`src/felc_pkg.sv`:
```
`timescale 1ns / 1ps
package felc_pkg;
	localparam int DEPTH      = 64;
	localparam int START_BITS = 32;
	localparam int SIZE_BITS  = 8;
	localparam int IDX_BITS   = $clog2(DEPTH);
	localparam int CNT_BITS   = $clog2(DEPTH + 1);

	localparam logic [1:0] OP_INSERT = 2'd0;
	localparam logic [1:0] OP_REMOVE = 2'd1;
	localparam logic [1:0] OP_UPDATE = 2'd2;
	localparam logic [1:0] OP_READ   = 2'd3;

	localparam logic [1:0] ST_OK    = 2'd0;
	localparam logic [1:0] ST_FULL  = 2'd1;
	localparam logic [1:0] ST_INDEX = 2'd2;
	localparam logic [1:0] ST_OVF   = 2'd3;

	typedef struct packed {
		logic [START_BITS-1:0] start;
		logic [SIZE_BITS-1:0]  size;
	} extent_t;

	typedef struct packed {
		logic [1:0]            op;
		logic [START_BITS-1:0] extent_start;
		logic [SIZE_BITS-1:0]  extent_size;
		logic [IDX_BITS-1:0]   entry_index;
	} req_t;

	typedef struct packed {
		logic [IDX_BITS-1:0]   slot;
		logic [START_BITS-1:0] slot_start;
		logic [SIZE_BITS-1:0]  slot_size;
		logic [CNT_BITS-1:0]   entry_count;
		logic [1:0]            status;
	} rsp_t;

	// Command broadcast to every cell of the chain.
	typedef struct packed {
		logic                  ins;   // shift up from idx, write new at idx
		logic                  del;   // shift down from idx
		logic                  wr;    // overwrite at idx
		logic [IDX_BITS-1:0]   idx;
		extent_t               ext;
	} cell_cmd_t;
endpackage

```
`src/felc_cell.sv`:
```
`timescale 1ns / 1ps
// One table entry. Takes its lower neighbour on insert, its upper one on delete.
module felc_cell (
	input  logic               clk,
	input  felc_pkg::cell_cmd_t cmd,
	input  logic [felc_pkg::IDX_BITS-1:0] my_idx,
	input  felc_pkg::extent_t  lower,
	input  felc_pkg::extent_t  upper,
	output felc_pkg::extent_t  ent
);
	import felc_pkg::*;
	extent_t ent_q;
	assign ent = ent_q;
	always_ff @(posedge clk) begin
		if (cmd.ins && my_idx == cmd.idx) ent_q <= cmd.ext;
		else if (cmd.ins && my_idx > cmd.idx) ent_q <= lower;
		else if (cmd.del && my_idx >= cmd.idx) ent_q <= upper;
		else if (cmd.wr && my_idx == cmd.idx) ent_q <= cmd.ext;
	end
endmodule

```
`config.mk`:
```
export PLATFORM = sky130hd
export DESIGN_NAME = felc_cell
export DESIGN_NICKNAME = d
export VERILOG_FILES = /design/src/felc_pkg.sv /design/src/felc_cell.sv
export SDC_FILE = /design/constraint.sdc
export NUM_CORES = 1
export LEC_CHECK = 0
export BUFFER_PORTS_ARGS = -buffer_cell sky130_fd_sc_hd__buf_2
export CAP_MARGIN = 20
export CORE_UTILIZATION = 27
export CTS_BUF_LIST = sky130_fd_sc_hd__clkbuf_8
export DETAILED_ROUTE_END_ITERATION = 10
export GPL_TIMING_DRIVEN = 0
export SLEW_MARGIN = 20
export SYNTH_ARGS = -nofsm -noshare
export SYNTH_HDL_FRONTEND = slang
export SYNTH_SLANG_ARGS = --single-unit
```
`constraint.sdc`:
```
create_clock -name clk -period 3.07 [get_ports clk]
set_input_delay 0.1535 -clock clk [delete_from_list [all_inputs] [get_ports clk]]
set_output_delay 0.1535 -clock clk [all_outputs]
set_load 0.01 [all_outputs]
```
==> flow_summary.yaml <==
status:
  status: "completed"
setup_path:
  crit_type: "input port to register"
  crit_fanout: 22
  worstPathRequired_ns: 3.06
  start_kind: "input port"
  worstSetupStartpoint: "cmd[45]"
  critPathCaptureType: "register"
  worstPathArrival_ns: 2.28
cts:
  cts_sinks: 40
  h-tree-depth: 2
  cts_tree: "done"
  hold_buffers: 0
  cts-root-buf: "clkbuf_8"
  cts_buffers: 5
  cts.path.max_buffers: 2
  cts.clk_slew.worst_paths_ns: 0.08
  cts.repair.resized: 0
  post-cts-setup-buffers: 0
floorplan:
  dieArea_mm2: 0.009331
  coreArea_mm2: 0.008678
  initial_utilization_pct: 27.84
  die_x_um: 96.60
  rows: 34
  die_h_um: 96.60
  io_pins: 176
synth:
  synth_edf_count: 40
  synth_top_area_share_pct: 49.72
  synth_cell_types: 25
  synth_top_cell_by_area: "edfxtp_1"
  avgSynthCellArea_um2: 9.401
  synth_commonest_cells: "nor2_1, edfxtp_1, nand3_1"
  synth-seq-cells: 40
  synth_cells: 257
  synthFlopType: "edfxtp_1"
  synth.cell_area_mm2: 0.002416
  netlist_top_cells_area: "edfxtp_1, a31oi_1, nand3_1"
  ys_seq_area_share_pct: 49.72
  yosysMostFrequentCell: "nor2_1"
  async_flop_share_pct: 0
  yosys_warnings: 0
  syn_nets: 399
sta:
  period_share_pct: 74.67
  tns_ns: 0
  fmax_mhz: 436.3
  relSlewSlack_pct: 59.23
  finalHoldViolCount: 0
  grt_setup_unrepaired: "false"
  maxSlewViolCount: 0
  tightest_slew_ns: 0.6101
  fin_crit_ns: 2.292
  finalWorstSetupSlack_ns: 0.7778
  setup-violations-final: 0
placed_design:
  dpl.hpwl_um: 6254
  port_buffers: 175
  place_congestion: 0.7556
  detailedPlace.worstSlack_ns: 0.4138
routing:
  drc_errors: 0
  avgViaCountPerCell: 4.936
  vias: 2695
  drt_iter0_markers: 96
  antenna_left: 0
  finalWirelength_um: 8003
  firstDrtPassIters: 4
  wl_per_cell_um: 14.66
pwr:
  power_density_mw_per_mm2: 453.9
  vdd_drop_max_mv: 0.1695
  leakagePower_uw: 0.001578
global_routing:
  grt_max_degree: 23
  grt_pass1_wl_um: 11420
  antenna_found_initial: 0
  grt_pass1_vias: 2363
  grt_overflow: 0
  grt_usage_pct: 16.24
finish:
  multi_input_area_mm2: 0.001006
  largest_reg_flops: 40
  areaGrowthSynthToFinish_pct: 46.14
  final_layout_size_suffix_gt1_share_pct: 46.58
  n_antenna_cell: 0
  seq_area_mm2: 0.001201
  final_nets: 582
  num-fill-cells: 899
hold_path:
  min_path_type: "input port to register"
  worstHoldStart: "lower[29]"
  min_to: "ent[29]"
  hold_path_depth: 3
flow_run:
  cap_violations: 0
==> per-stage QoR <==
| stage | total power [µW] | cell area (µm²) | hold slack, ns | utilization (%) | cells |
|---|---|---|---|---|---|
| 2_1_floorplan | 1046 | 2419 | 0.4072 | - | 257 |
| 3_3_place_gp | 1288 | 3430 | 0.5020 | 39.52 | 540 |
| 3_5_place_dp | 1310 | 3462 | 0.5043 | 39.89 | 541 |
| 4_1_cts | 1624 | 3531 | 0.2048 | 40.69 | 546 |
| 5_1_grt | 1694 | 3531 | 0.2155 | 40.69 | 546 |
| 6_report | 1603 | 3531 | 0.2120 | 40.69 | 546 |
==> cells by family (layout without fill, tap and decap cells) <==
| family | count (synthesis) | after routing | share of synthesized area, % |
|---|---|---|---|
| buffers and inverters | 33 | 214 | 8.960 |
| AOI/OAI and AO/OA | 86 | 86 | 20.71 |
| adders and majority gates | 6 | 6 | 3.107 |
| and+or+nand+nor | 92 | 92 | 17.50 |
| DFF | 40 | 40 | 49.72 |
==> report_power, final <==
part	total [µW]	switching, µW	internal (µW)
registers	753	22.7	731
clock network	315	168	147
logic	535	304	231
==> worst max-delay path, cell delays in order <==
cell      delay, ns
buf_2          0.08
inv_1          0.03
ha_1           0.31
nand4_2        0.14
o21bai_1       0.22
and3_1         0.25
clkbuf_1       0.28
nor2_4         0.57
buf_16         0.24
==> placed cells by master, fill, tap and decap left out <==
cell / netlist / routed
nor2_4: 0 / 1
nand4_2: 1 / 1
a31oi_1: 39 / 39
buf_16: 0 / 1
a31oi_2: 1 / 1
clkbuf_8: 0 / 5
nand3_2: 1 / 1
and3_1: 1 / 1
o22a_1: 1 / 1
nand2_1: 3 / 3
nor2b_1: 1 / 1
a311o_1: 1 / 1
o21bai_1: 1 / 1
or2_1: 1 / 1
inv_1: 7 / 7
o21ai_0: 39 / 39
buf_6: 11 / 11
buf_2: 8 / 183
edfxtp_1: 40 / 40
clkbuf_1: 7 / 7
or3_1: 1 / 1
a211oi_1: 1 / 1
ha_1: 6 / 6
nand3_1: 40 / 40
nor2_1: 42 / 41
and2_1: 1 / 1
o21ai_1: 1 / 1
a21oi_1: 2 / 2
==> layout make-up <==
class / instances / area share (%)
well taps: 108 / 3.827
inverters: 7 / 0.7442
plain buffers: 26 / 5.386
multi-input cells: 184 / 28.49
repair buffers: 176 / 25.58
flip-flops and latches: 40 / 34.02
clock buffers: 5 / 1.949
==> worst max-delay path by stage <==
stage | end | slack [ns] | cells after the start
floorplan | ent[0] | 0.40 | 7
detailed placement | ent[29] | 0.41 | 9
finish | ent[20] | 0.78 | 9
global route | ent[35] | 0.54 | 9
global placement | ent[26] | -0.42 | 8
CTS | ent[7] | 0.70 | 9
==> routing by layer <==
metal  share of wire (%)  wire, µm  track usage [%]  vias to the layer above
li1                    -         -                -                     1324
met2                  49      3921            27.76                      115
met4                 1.5       117            4.779                        0
met5                   0         0                0                        -
met3                 6.8       544            3.052                        8
met1                  43      3419            20.78                     1248
Power figures use the tool's default switching activity.
